[src/design/pps_pkg.sv]
// Shared codes and types of the preemptive priority scheduler.
`default_nettype none

package pps_pkg;

  localparam int TIME_W = 32;

  // Operation codes; the unused code behaves as clear.
  localparam logic [1:0] OP_LOAD  = 2'd0;
  localparam logic [1:0] OP_TICK  = 2'd1;
  localparam logic [1:0] OP_CLEAR = 2'd2;

  // Result status codes.
  localparam logic [2:0] STAT_LOADED = 3'd0;
  localparam logic [2:0] STAT_FULL   = 3'd1;
  localparam logic [2:0] STAT_ZERO   = 3'd2;
  localparam logic [2:0] STAT_RAN    = 3'd3;
  localparam logic [2:0] STAT_IDLE   = 3'd4;
  localparam logic [2:0] STAT_DONE   = 3'd5;

  // One table entry as held in the process memory.
  typedef struct packed {
    logic [15:0] arrival;
    logic [15:0] remaining;
    logic [7:0]  prio;
  } entry_t;

endpackage

`default_nettype wire

[src/design/pps_table.sv]
// Process table memory: one write port, one read port with registered data.
`default_nettype none

module pps_table
  import pps_pkg::*;
#(
  parameter int DEPTH  = 16,
  parameter int ADDR_W = 4
) (
  input  wire logic              clk,
  input  wire logic              we,
  input  wire logic [ADDR_W-1:0] waddr,
  input  wire entry_t            wdata,
  input  wire logic [ADDR_W-1:0] raddr,
  output entry_t                 rdata
);

  entry_t mem [DEPTH];

  always_ff @(posedge clk) begin
    if (we) begin
      mem[waddr] <= wdata;
    end
  end

  always_ff @(posedge clk) begin
    rdata <= mem[raddr];
  end

endmodule

`default_nettype wire

[src/design/pps_sel.sv]
// Shared comparator that keeps the best ready entry seen during a scan.
`default_nettype none

module pps_sel
  import pps_pkg::*;
#(
  parameter int ADDR_W = 4
) (
  input  wire logic              clk,
  input  wire logic              rst,
  input  wire logic              init,
  input  wire logic              en,
  input  wire logic [ADDR_W-1:0] slot,
  input  wire entry_t            cand,
  input  wire logic [TIME_W-1:0] now,
  output logic                   found,
  output entry_t                 best,
  output logic [ADDR_W-1:0]      best_slot
);

  logic ready;
  logic better;

  assign ready  = (cand.remaining != 16'd0) && ({16'd0, cand.arrival} <= now);
  // Strict less-than keeps the lower slot on a tie, since slots arrive in order.
  assign better = !found || (cand.prio < best.prio);

  always_ff @(posedge clk) begin
    if (rst || init) begin
      found <= 1'b0;
    end else if (en && ready && better) begin
      found <= 1'b1;
    end
  end

  always_ff @(posedge clk) begin
    if (!init && en && ready && better) begin
      best      <= cand;
      best_slot <= slot;
    end
  end

endmodule

`default_nettype wire

[src/design/preemptive_priority_scheduler_top.sv]
// Top level of the preemptive priority scheduler: sequencer, counters and result registers.
//
//  channel   | handshake          | payload
//  ----------+--------------------+----------------------------------------------------
//  command   | start / busy       | operation, arrival_time, burst_time, priority_level
//  result    | done (one cycle)   | status, running_id, finished, completion_time,
//            |                    | turnaround_time, time_now
//
// For load, clear and a tick with no unfinished work, the result strobe
// follows in the next cycle and busy stays low.
// A tick with work reads the table memory one entry per cycle in S_SCAN into a
// single shared comparator, passes through S_DRAIN, and then in S_UPDATE writes back
// the served entry, if any. The result strobe comes in the first cycle with busy low
// again.
// Synchronous reset empties the table and sets time to zero; no clearing pass is needed
// because only slots below the load count are ever read.
// The receiver cannot stall; the done strobe of each result is high for exactly one cycle.
`default_nettype none

module preemptive_priority_scheduler_top
  import pps_pkg::*;
#(
  parameter int MAX_PROCESSES = 16
) (
  input  wire logic                                 clk,
  input  wire logic                                 rst,
  input  wire logic                                 start,
  output logic                                      busy,
  input  wire logic [1:0]                           operation,
  input  wire logic [15:0]                          arrival_time,
  input  wire logic [15:0]                          burst_time,
  input  wire logic [7:0]                           priority_level,
  output logic                                      done,
  output logic [2:0]                                status,
  output logic [$clog2(MAX_PROCESSES+1)-1:0]        running_id,
  output logic                                      finished,
  output logic [TIME_W-1:0]                         completion_time,
  output logic [TIME_W-1:0]                         turnaround_time,
  output logic [TIME_W-1:0]                         time_now
);

  localparam int ADDR_W = $clog2(MAX_PROCESSES);
  localparam int CNT_W  = $clog2(MAX_PROCESSES + 1);

  typedef enum logic [3:0] {
    S_IDLE   = 4'b0001,
    S_SCAN   = 4'b0010,
    S_DRAIN  = 4'b0100,
    S_UPDATE = 4'b1000
  } state_t;

  state_t              state;
  logic [CNT_W-1:0]    loaded_count;
  logic [CNT_W-1:0]    unfinished_count;
  logic [TIME_W-1:0]   current_time;
  logic [TIME_W-1:0]   tick_time;
  logic [ADDR_W-1:0]   idx;
  logic                rd_valid;
  logic [ADDR_W-1:0]   rd_slot;

  logic                accept;
  logic                we;
  logic [ADDR_W-1:0]   waddr;
  entry_t              wdata;
  entry_t              rdata;
  logic                sel_init;
  logic                found;
  entry_t              best;
  logic [ADDR_W-1:0]   best_slot;

  assign busy   = (state != S_IDLE);
  assign accept = start && !busy;

  pps_table #(
    .DEPTH  (MAX_PROCESSES),
    .ADDR_W (ADDR_W)
  ) u_table (
    .clk   (clk),
    .we    (we),
    .waddr (waddr),
    .wdata (wdata),
    .raddr (idx),
    .rdata (rdata)
  );

  pps_sel #(
    .ADDR_W (ADDR_W)
  ) u_sel (
    .clk       (clk),
    .rst       (rst),
    .init      (sel_init),
    .en        (rd_valid),
    .slot      (rd_slot),
    .cand      (rdata),
    .now       (current_time),
    .found     (found),
    .best      (best),
    .best_slot (best_slot)
  );

  // Memory writes come from a load transfer or from the write-back of a served entry.
  always_comb begin
    we       = 1'b0;
    waddr    = loaded_count[ADDR_W-1:0];
    wdata    = '{arrival: arrival_time, remaining: burst_time, prio: priority_level};
    sel_init = 1'b0;
    if (accept && operation == OP_LOAD
        && loaded_count < CNT_W'(MAX_PROCESSES) && burst_time != 16'd0) begin
      we = 1'b1;
    end
    if (accept && operation == OP_TICK) begin
      sel_init = 1'b1;
    end
    if (state == S_UPDATE && found) begin
      we    = 1'b1;
      waddr = best_slot;
      wdata = '{arrival: best.arrival, remaining: best.remaining - 16'd1, prio: best.prio};
    end
  end

  always_ff @(posedge clk) begin
    if (rst) begin
      state            <= S_IDLE;
      loaded_count     <= '0;
      unfinished_count <= '0;
      current_time     <= '0;
      done             <= 1'b0;
      rd_valid         <= 1'b0;
    end else begin
      done     <= 1'b0;
      rd_valid <= 1'b0;
      unique case (state)
        S_IDLE: begin
          if (accept) begin
            running_id      <= '0;
            finished        <= 1'b0;
            completion_time <= '0;
            turnaround_time <= '0;
            time_now        <= current_time;
            unique case (operation)
              OP_LOAD: begin
                done <= 1'b1;
                if (loaded_count >= CNT_W'(MAX_PROCESSES)) begin
                  status <= STAT_FULL;
                end else if (burst_time == 16'd0) begin
                  status <= STAT_ZERO;
                end else begin
                  status           <= STAT_LOADED;
                  running_id       <= loaded_count + CNT_W'(1);
                  loaded_count     <= loaded_count + CNT_W'(1);
                  unfinished_count <= unfinished_count + CNT_W'(1);
                end
              end
              OP_TICK: begin
                if (unfinished_count == '0) begin
                  done   <= 1'b1;
                  status <= STAT_DONE;
                end else begin
                  state     <= S_SCAN;
                  idx       <= '0;
                  tick_time <= (current_time == '1) ? current_time
                                                    : current_time + TIME_W'(1);
                end
              end
              default: begin
                done             <= 1'b1;
                status           <= STAT_LOADED;
                loaded_count     <= '0;
                unfinished_count <= '0;
                current_time     <= '0;
                time_now         <= '0;
              end
            endcase
          end
        end
        S_SCAN: begin
          rd_valid <= 1'b1;
          rd_slot  <= idx;
          idx      <= idx + ADDR_W'(1);
          if (CNT_W'(idx) == loaded_count - CNT_W'(1)) begin
            state <= S_DRAIN;
          end
        end
        S_DRAIN: begin
          state <= S_UPDATE;
        end
        S_UPDATE: begin
          state        <= S_IDLE;
          done         <= 1'b1;
          current_time <= tick_time;
          time_now     <= tick_time;
          if (found) begin
            status     <= STAT_RAN;
            running_id <= CNT_W'(best_slot) + CNT_W'(1);
            if (best.remaining == 16'd1) begin
              finished         <= 1'b1;
              completion_time  <= tick_time;
              turnaround_time  <= tick_time - {16'd0, best.arrival};
              unfinished_count <= unfinished_count - CNT_W'(1);
            end
          end else begin
            status <= STAT_IDLE;
          end
        end
        default: begin
          state <= S_IDLE;
        end
      endcase
    end
  end

  // A result is only presented once the sequencer is back at rest.
  a_done_idle: assert property (@(posedge clk) disable iff (rst) done |-> !busy)
    else $error("result strobe while busy");

  // Every accepted command produces a result or keeps the sequencer working.
  a_accept_progress: assert property (@(posedge clk) disable iff (rst)
    accept |=> (done || busy))
    else $error("accepted command produced nothing");

  a_unfinished_le_loaded: assert property (@(posedge clk) disable iff (rst)
    unfinished_count <= loaded_count)
    else $error("unfinished count exceeds load count");

  a_loaded_bound: assert property (@(posedge clk) disable iff (rst)
    loaded_count <= CNT_W'(MAX_PROCESSES))
    else $error("load count beyond table depth");

endmodule

`default_nettype wire
[config.mk]
export PLATFORM = sky130hd
export DESIGN_NAME = preemptive_priority_scheduler_top
export DESIGN_NICKNAME = d
export VERILOG_FILES = /design/src/design/pps_pkg.sv /design/src/design/pps_table.sv /design/src/design/pps_sel.sv /design/src/design/preemptive_priority_scheduler_top.sv
export SDC_FILE = /design/constraint.sdc
export NUM_CORES = 1
export LEC_CHECK = 0
export BUFFER_PORTS_ARGS = -buffer_cell sky130_fd_sc_hd__buf_2
export CAP_MARGIN = 0
export CORE_MARGIN = 4
export CORE_UTILIZATION = 61
export CTS_CLUSTER_DIAMETER = 120
export CTS_CLUSTER_SIZE = 20
export DETAILED_ROUTE_END_ITERATION = 7
export PLACE_DENSITY = 0.79
export SYNTH_ARGS = -nofsm -noshare
export SYNTH_HDL_FRONTEND = slang
export SYNTH_SLANG_ARGS = --single-unit
[constraint.sdc]
create_clock -name clk -period 6.7 [get_ports clk]
set_input_delay 1.005 -clock clk [delete_from_list [all_inputs] [get_ports clk]]
set_output_delay 1.005 -clock clk [all_outputs]
set_load 0.05 [all_outputs]
---- Word-level counts from Yosys, hierarchy flattened ----
Memories as Yosys holds them, arrays and structs flattened. A register that Yosys moved wholly into a read port is not among the register bits.
Cells that the tools add are included.
word-level totals
  bits in registers ....................... 238
  bits in writable memories ............... 640
  input port bits ......................... 45
  output and inout port bits .............. 107
  word-level logic and storage cells ...... 153
  memories kept ........................... 1
memories
  memory       words  bits a word  rd ports  clocked after memory_dff  write ports  line             source
  u_table.mem  16     40           1         1                         1            pps_table.sv:18  entry_t mem [DEPTH];
cells by class
  add/subtract/negate cells ............... 9
  order comparisons ....................... 4
  eq/ne operators ......................... 21
  mux-type cells .......................... 59
  bitwise logic cells ..................... 3
  reduce and logical (&&, ||, !) cells .... 36
operator list
  operator                 number
  $mux W32                 8
  $pmux W32 S2             3
  $mux W5                  12
  $mux W40                 1
  $pmux W5 S2              4
  $add A32 B1 Y32 const B  1
  $eq A32 B32 Y1 const B   1
  $le A16 B32 Y1           1
  $mux W4                  8
  $reduce_bool A16 Y1      2
  $sub A32 B16 Y32         1
  $reduce_and A5 Y1        4
  $eq A16 B1 Y1 const B    1
  $logic_not A16 Y1        1
  $sub A16 B1 Y16 const B  1
  $ne A2 B2 Y1 const B     7
  $logic_and A1 B1 Y1      12
  $mux W1                  12
  $pmux W3 S2              2
  $pmux W4 S3              1
  $reduce_and A4 Y1        3
  $add A5 B1 Y5 const B    2
  $sub A5 B1 Y5 const B    2
  $mux W3                  3
  other kinds (27)         39

---- Longest topological paths before layout ----
Gate-level depths: netlist (run 1).
  word-level depth ........................ 10
  mapped depth ............................ 9
  gate-level depth less buffers ........... 9

---- Hierarchy ----
Synthesis (run 1) repeated with hierarchy kept, for this count alone.
unflattened totals
  cell total of the unflattened synthesis .. 2148
  area total of the unflattened synthesis .. 37015.5 um2
modules (own cells, without submodules)
  module                             times used  cells each  area each (um2)  sequential area each (um2)
  pps_table                          1           1040        25131.6          20019.2
  preemptive_priority_scheduler_top  1           968         9843.2           5315.1
  pps_sel                            1           140         2040.7           1341.3

---- Worst setup path before layout (run 1) ----
No wires, ideal clock.
  path type ............................... reg2reg
  start point ............................. register state[0]
  end point ............................... register completion_time[0], enable pin
  setup time .............................. 495 ps
  data arrival time ....................... 4954 ps
  data required time ...................... 6205 ps
  setup slack ............................. 1251 ps
  cell stages (with the launch flop) ...... 8
  path buffers ............................ 2
  clock period less this slack ............ 5449 ps
  path through ............................ dfxtp_1 -> or4b_2 -> clkbuf_1 -> inv_1 -> nand2_1 -> clkbuf_1 -> a21oi_1 -> nor2b_1
between the ends
  word-level cells in the longest chain between the ends .. 5
  elaborated cells on any way between the ends .. 10
  classes of those cells .................. eq/ne: 6; reduce/logical: 4
RTL lines
  item                           line                                      source
  from (decl)                    preemptive_priority_scheduler_top.sv:52   state_t state;
  from (signal assigned)         preemptive_priority_scheduler_top.sv:123  state <= S_IDLE;
  from (signal assigned)         preemptive_priority_scheduler_top.sv:159  state <= S_SCAN;
  from (signal assigned)         preemptive_priority_scheduler_top.sv:181  state <= S_DRAIN;
  $ne A4 B1 Y1                   preemptive_priority_scheduler_top.sv:71   assign busy = (state != S_IDLE);
  $logic_not A1 Y1               preemptive_priority_scheduler_top.sv:72   assign accept = start && !busy;
  $logic_and A1 B1 Y1            preemptive_priority_scheduler_top.sv:72
  $ne A2 B2 Y1 (no line)         --
  $reduce_and A5 Y1 (no line) *  --
  to (signal assigned)           preemptive_priority_scheduler_top.sv:197  completion_time <= tick_time;
  to (decl)                      preemptive_priority_scheduler_top.sv:37   output logic [TIME_W-1:0] completion_time,
Mark *: on every way between the ends. The rest lies on a longest branch, timed or not.
A chain may end at the register's enable or synchronous reset.

---- Final worst setup path (run 1) ----
  start point ............................. register state[0]
  end point ............................... memory u_table.mem[14][3] in the netlist's numbering, enable pin
between the ends
  word-level cells in the longest chain between the ends .. 10
  elaborated cells on any way between the ends .. 13
  classes of those cells .................. eq/ne: 2; mux: 5; reduce/logical: 6
RTL lines
  item                               line                                      source
  $ne A4 B1 Y1                       preemptive_priority_scheduler_top.sv:71
  $logic_not A1 Y1                   preemptive_priority_scheduler_top.sv:72
  $logic_and A1 B1 Y1                preemptive_priority_scheduler_top.sv:72
  $logic_and A1 B1 Y1                preemptive_priority_scheduler_top.sv:107  if (accept && operation == OP_LOAD
  $logic_and A1 B1 Y1 (2 in series)  preemptive_priority_scheduler_top.sv:108  && loaded_count < CNT_W'(MAX_PROCESSES) && burst_time != 16'd0) begin
  $mux W1                            preemptive_priority_scheduler_top.sv:107
  $mux W1                            preemptive_priority_scheduler_top.sv:114  if (state == S_UPDATE && found) begin
  $mux W1                            pps_table.sv:21                           if (we) begin
  $mux W1 (implied by the code)      pps_table.sv:22                           mem[waddr] <= wdata;
  to (decl)                          pps_table.sv:18
Parallel ways exist; a longest one is shown, timed or not.

==> results of run 1 <==
## per-stage QoR
stage / hold slack, ps / instance area [um^2] / total power [mW] / setup WS [ps] / util
final: 422 / 40200 / 9.83 / 2100 / 0.677
after global routing: 439 / 40200 / 10.1 / 1870 / 0.677
after CTS: 422 / 40200 / 9.89 / 2120 / 0.677
after detailed placement: 405 / 38700 / 6.74 / 2140 / 0.652
after global placement: 402 / 38700 / 6.73 / 2270 / 0.652
after floorplan: 400 / 36800 / 6.61 / 1250 / -
## cells in the mapped netlist, types with 3 or more instances
master      n  area share
nor4b_1     3     0.00071
ha_1       48       0.016
edfxtp_1  829        0.68
and2_1     29      0.0049
a21oi_1    70      0.0095
o211ai_1    3     0.00061
a31oi_1    10      0.0017
or3_1       7      0.0012
xnor2_1    46       0.011
dfxtp_1    89       0.048
nor3_1     37      0.0050
nor2b_1     4     0.00068
a21o_1     40      0.0082
inv_1      63      0.0064
o31ai_1     3     0.00061
nor2_1    109       0.011
nor3b_1     6      0.0012
nand2b_1   10      0.0017
mux2i_1     3     0.00082
mux2_2     13      0.0040
or4_1       4     0.00082
or2_2       4     0.00068
nand3_1    33      0.0045
and4_1      3     0.00071
mux4_2    200        0.12
nand2_1   151       0.015
a211oi_1    7      0.0014
xor2_1     24      0.0057
clkbuf_1   81      0.0083
buf_1      15      0.0015
o21ai_0    70      0.0095
nand4_1    18      0.0031
a41oi_1     3     0.00071
nor4_1     22      0.0037
## where the power goes
part	internal [mW]	total (mW)	switching (mW)
clock	1.47	3.22	1.75
sequential	6.26	6.28	0.0170
combinational	0.0806	0.338	0.257
total	7.81	9.83	2.03
## final timing paths
check                   from  depth (start not counted)                 end  slack [ps]
hold reg to reg   rd_slot[0]                          0  u_sel.best_slot[0]         420
setup / recovery    state[0]                          9  u_table.mem[14][3]        2100
hold / removal    rd_slot[0]                          0  u_sel.best_slot[0]         420
setup reg to reg    state[0]                          9  u_table.mem[14][3]        2100
## critical path: cells and delay by family, from the launching register on
family                 cells  cell delay (ps)
AOI/OAI and AO/OA          1              790
buffers and inverters      4             1230
DFF                        1              350
muxes                      1              470
and+or+nand+nor            3             1410
## cell type report
class                           count  area [um^2]  area share
Multi-Input combinational cell   1020         9640       0.240
Sequential cell                   918        26700       0.664
Timing Repair Buffer              203         1170      0.0292
Clock inverter                      2         28.8    0.000716
Clock buffer                       93         1440      0.0359
Tap cell                          773          967      0.0241
Antenna cell                        3         7.51    0.000187
Inverter                           63          236     0.00589
## registers in the layout, indices dropped and copies added (netlist names)
signal,flops
rd_valid,1
time_now,32
u_sel.best,40
status,3
finished,1
tick_time,32
done,1
u_table.rdata,40
unfinished_count,5
loaded_count,5
current_time,32
running_id,5
u_sel.best_slot,4
idx,4
turnaround_time,32
rd_slot,4
state,4
completion_time,32
u_table.mem,640
u_sel.found,1
## layer usage
metal  wire (um)  vias up
met5           0        -
li1            -     8537
met4        2520        0
met1       32100    10200
met3        7410      151
met2       43400     1133
## kinds of logic after synthesis
| family | after synthesis | synth area share |
|---|---|---|
| AOI/OAI and AO/OA | 227 | 0.0370 |
| xor gates and xnor gates | 70 | 0.0167 |
| adders and majority gates | 49 | 0.0169 |
| buffers and inverters | 160 | 0.0166 |
| DFF | 918 | 0.726 |
| muxes | 217 | 0.128 |
| and+or+nand+nor | 457 | 0.0596 |
==> results.json, run 1 <==
{
  "firstDrtPassIters": 6,
  "synth_edf_count": 829,
  "dp_hpwl_um": 53400,
  "cts_sinks": 918,
  "core_area_um2": 59400,
  "ctsHoldBuffers": 0,
  "crit_type": "flip-flop to flip-flop",
  "routed_via_density": 6.53,
  "synth_cell_types": 64,
  "ir_drop_mv": 0.208,
  "clockRootBuffer": "clkbuf_16",
  "drc": 0,
  "die-width_um": 253,
  "synth_seq_cells": 918,
  "critPathMaxStageDelay_ps": 790,
  "clk_latency_ps": 630,
  "grt_max_degree": 165,
  "gp_congestion": 0.933,
  "grt_usage": 0.270,
  "totalWireLength_um": 85500,
  "syn_inst": 2098,
  "rows": 89,
  "cts_tree": "done",
  "p_leak_nw": 13.5,
  "grt_pass1_vias": 20000,
  "worstPathArrival_ps": 4920,
  "synth_nets": 2192,
  "cts_resized": 0,
  "grt_overflow_total": 0,
  "slew_violations": 0,
  "setup_tns_ps": 0,
  "fmax_mhz": 217,
  "synthArstFlopShare": 0,
  "use_met1": 0.379,
  "clk_pin_slew_ps": 90,
  "pin_count": 152,
  "cp-start-kind": "flip-flop",
  "end_kind": "flip-flop",
  "cts_buffer_depth": 3,
  "drive_gt1_frac": 0.222,
  "cts_buffers": 51,
  "start_util": 0.619,
  "hold_viol": 0,
  "cp.required_ps": 7020,
  "areaGrowthSynthToFinish_pct": 9.26,
  "synthFlopType": "edfxtp_1",
  "critical_path_peak_fanout": 61,
  "slew_headroom": 0.137,
  "hold_path_class": "flip-flop to flip-flop",
  "gr-max-usage-layer": "met2",
  "mostFrequentLayoutCells": "edfxtp_1, mux4_2, buf_2",
  "syn_avg_cell_area_um2": 17.5,
  "fp.dieH_um": 253,
  "grt_pass1_wl_um": 129000,
  "cp_slowest_cell": "a31oi_1",
  "path_cells": "or4b_2, buf_4, inv_1, buf_4, nand2_4, mux2_2, a31oi_1, nor2_4, buf_4",
  "rsz0062_at_grt": "no",
  "fin_crit_sh": 0.687,
  "layout.cells.non_filler": 3075,
  "use_met3": 0.0348,
  "drv_cap": 0,
  "cpMostUsedCell": "buf_4",
  "synth-warning-count": 0,
  "io_buffers": 151,
  "drt_iter0_markers": 2419,
  "post_drt_wl_per_cell_um": 27.8,
  "htreeDepth": 2,
  "finalCriticalPeriod_ps": 4600,
  "final_common_cell": "edfxtp_1",
  "use_met2": 0.458,
  "tightestPinTransition_ps": 1290,
  "pwr_density_cell_nw_per_um2": 245,
  "grt_antenna_before_repair": 0,
  "fillers": 3728,
  "setup_violations": 0,
  "syn_area_um2": 36800,
  "die_area_um2": 64300,
  "fin_skew_ps": 17.5,
  "placedCellCount": 2977,
  "vias": 20100,
  "nets": 2351,
  "ys_seq_area_frac": 0.726,
  "status": "finished clean",
  "ant_nets": 0,
  "post-cts-setup-buffers": 0
}
Power figures use the tool's default switching activity.
==> run 2: changes to the inputs <==
--- a/config.mk
+++ b/config.mk
@@ -5,14 +5,15 @@
 export SDC_FILE = /design/constraint.sdc
 export NUM_CORES = 1
 export LEC_CHECK = 0
+export ABC_AREA = 1
 export BUFFER_PORTS_ARGS = -buffer_cell sky130_fd_sc_hd__buf_2
 export CAP_MARGIN = 0
 export CORE_MARGIN = 4
-export CORE_UTILIZATION = 61
+export CORE_UTILIZATION = 62
 export CTS_CLUSTER_DIAMETER = 120
 export CTS_CLUSTER_SIZE = 20
 export DETAILED_ROUTE_END_ITERATION = 7
-export PLACE_DENSITY = 0.79
+export PLACE_DENSITY = 0.8
 export SYNTH_ARGS = -nofsm -noshare
 export SYNTH_HDL_FRONTEND = slang
 export SYNTH_SLANG_ARGS = --single-unit
==> constraint.sdc (replaced) <==
create_clock -name clk -period 4.8 [get_ports clk]
set_input_delay 0.72 -clock clk [delete_from_list [all_inputs] [get_ports clk]]
set_output_delay 0.72 -clock clk [all_outputs]
set_load 0.05 [all_outputs]
==> run 2 against run 1 <==
Critical path type unchanged. Combinational power grew to 14 times the previous value. Wire length is 15% higher. Cell area is 4.4% higher.
==> results.json, run 2 <==
{
  "cts_sinks": 918,
  "reg2reg_depth": 9,
  "diodes": 0,
  "post_drt_wl_per_cell_um": 23.7,
  "core_area_um2": 61800,
  "cts_buffer_depth": 3,
  "pwr-share-seq": 0.511,
  "cts_buffers": 51,
  "largest-register": "u_table.mem",
  "hp-start": "rst",
  "finalCriticalPeriod_ps": 3350,
  "yosysTopAreaCell": "edfxtp_1",
  "vias": 25900,
  "totalWireLength_um": 98600,
  "fillers": 4363,
  "grt_antenna_before_repair": 1,
  "fmax_mhz": 298,
  "yosys-top-cells-area": "edfxtp_1, dfxtp_1, nor2_1",
  "areaGrowthSynthToFinish_pct": 7.99,
  "yosysMostFrequentCell": "edfxtp_1",
  "hold_depth": 2,
  "largest_register_ffs": 640,
  "firstDrtPassIters": 6,
  "synth_common_cells": "edfxtp_1, nor2_1, nand2_1",
  "end_kind": "flip-flop",
  "drt_iter0_markers": 3288,
  "ir_drop_mv": 0.310,
  "nets": 3394,
  "synth-warning-count": 0,
  "ctsHoldBuffers": 0,
  "final_common_cell": "edfxtp_1",
  "startpoint": "state[3]",
  "post-cts-setup-buffers": 0,
  "comb_power_share": 0.254,
  "ys_seq_area_frac": 0.687,
  "fin_skew_ps": 19.3,
  "slew_violations": 0,
  "grt_max_degree": 193,
  "post-route-util": 0.678,
  "die_area_um2": 66700,
  "status": "finished clean",
  "swShare": 0.331,
  "cp_slowest_cell": "nor2_4",
  "io_buffers": 151,
  "setup_tns_ps": 0,
  "crit_type": "flip-flop to flip-flop",
  "start_util": 0.628,
  "synth_seq_cells": 918,
  "power_switching_mw": 6.36,
  "grt_overflow_total": 0,
  "grt_pass1_vias": 24700,
  "layout.cells.non_filler": 4168,
  "die-width_um": 258,
  "tightestPinTransition_ps": 1360,
  "yosysTopAreaCellShare": 0.641,
  "synth_cell_types": 51,
  "hold_viol": 0,
  "drc": 0,
  "fp.dieH_um": 258,
  "gp_congestion": 0.970,
  "slew_headroom": 0.0867,
  "placedCellCount": 4084,
  "synthFlopType": "edfxtp_1",
  "cp-start-kind": "flip-flop",
  "ant_nets": 0,
  "critical_path_peak_fanout": 26,
  "setup_violations": 0,
  "power.share.clock": 0.235,
  "path_cells": "inv_2, nor2_4, nand3_4, inv_2, nand2_1, o21ai_1, nand3_1, nor2_4, buf_4",
  "p_leak_nw": 15.0,
  "syn_area_um2": 38800,
  "pin_count": 152,
  "cts_resized": 0,
  "p_int_mw": 12.8,
  "syn_avg_cell_area_um2": 12.2,
  "synthArstFlopShare": 0,
  "clockRootBuffer": "clkbuf_16",
  "cp.required_ps": 5130,
  "largestRegisters": "u_table.mem x640, u_sel.best x40, u_table.rdata x40",
  "rows": 91,
  "pwr_density_cell_nw_per_um2": 458,
  "routed_via_density": 6.22,
  "grt_pass1_wl_um": 147000,
  "clk_latency_ps": 650,
  "drv_cap": 0,
  "cts_tree": "done",
  "synth_edf_count": 829,
  "timing.rr.start": "state[3]",
  "grt_usage": 0.288,
  "fin_crit_sh": 0.699,
  "hold_path_class": "primary input to flip-flop",
  "drive_gt1_frac": 0.104,
  "mostFrequentLayoutCells": "edfxtp_1, nor2_1, nand2_1",
  "htreeDepth": 2,
  "clk_pin_slew_ps": 80,
  "synth_nets": 3286,
  "critPathMaxStageDelay_ps": 820,
  "reg2reg_slack_ps": 1450,
  "dp_hpwl_um": 64500,
  "rsz0062_at_grt": "no",
  "worstPathArrival_ps": 3690,
  "syn_inst": 3192
}
==> run 2: power groups by stage <==
stage / Sequential (mW) / Clock [mW] / Combinational (mW)
after global placement: 9.97 / 0 / 4.66
after floorplan: 10.4 / 0 / 3.00
final: 9.82 / 4.51 / 4.88
after global routing: 9.88 / 4.83 / 5.27
after CTS: 9.82 / 4.53 / 4.84
after detailed placement: 10.0 / 0 / 4.80
==> run 2: critical path: cells and delay by family (launching register included) <==
family | cells | cell delay, ps
AO/OA/AOI/OAI | 1 | 220
flip-flops | 1 | 400
AND/OR/NAND/NOR | 5 | 1560
buffers and inverters | 3 | 810
==> run 2: worst paths after layout <==
check                             end
setup / recovery   u_table.mem[7][20]
hold / removal    unfinished_count[3]
setup reg to reg   u_table.mem[7][20]
hold reg to reg    u_sel.best_slot[3]
==> run 2: cells by family after synthesis <==
kind of cell / after synthesis / share of synthesized area
xor+xnor: 21 / 0.00474
fa+ha+maj: 49 / 0.0160
mux: 135 / 0.0348
compound gates: 614 / 0.0969
flops: 918 / 0.687
simple gates: 1060 / 0.115
buf+inv: 395 / 0.0453
==> run 2: final cells by class <==
class	count	area, um^2	area share
multi-input cells	1879	10600	0.252
clock inverters	3	53.8	0.00128
flip-flops and latches	918	26700	0.636
well taps	837	1050	0.0250
inverters	236	891	0.0212
repair buffers	214	1300	0.0311
clock buffers	81	1410	0.0336
==> run 2: through the flow <==
stage	total power, mW	setup WS, ps	hold WS, ps	area [um^2]
2_1_floorplan	13.4	658	400	38800
3_3_place_gp	14.6	1170	404	40500
3_5_place_dp	14.8	1090	405	40500
4_1_cts	19.2	1420	356	41900
5_1_grt	20.0	1220	389	41900
6_report	19.2	1450	395	41900
==> run 2: routing by layer <==
| layer | vias to the layer above | GRT usage | routed length [um] |
|---|---|---|---|
| li1 | 11700 | - | - |
| met4 | 2 | 0.129 | 4860 |
| met1 | 12500 | 0.381 | 37400 |
| met5 | - | 0 | 17 |
| met2 | 1425 | 0.485 | 48400 |
| met3 | 242 | 0.0345 | 7920 |
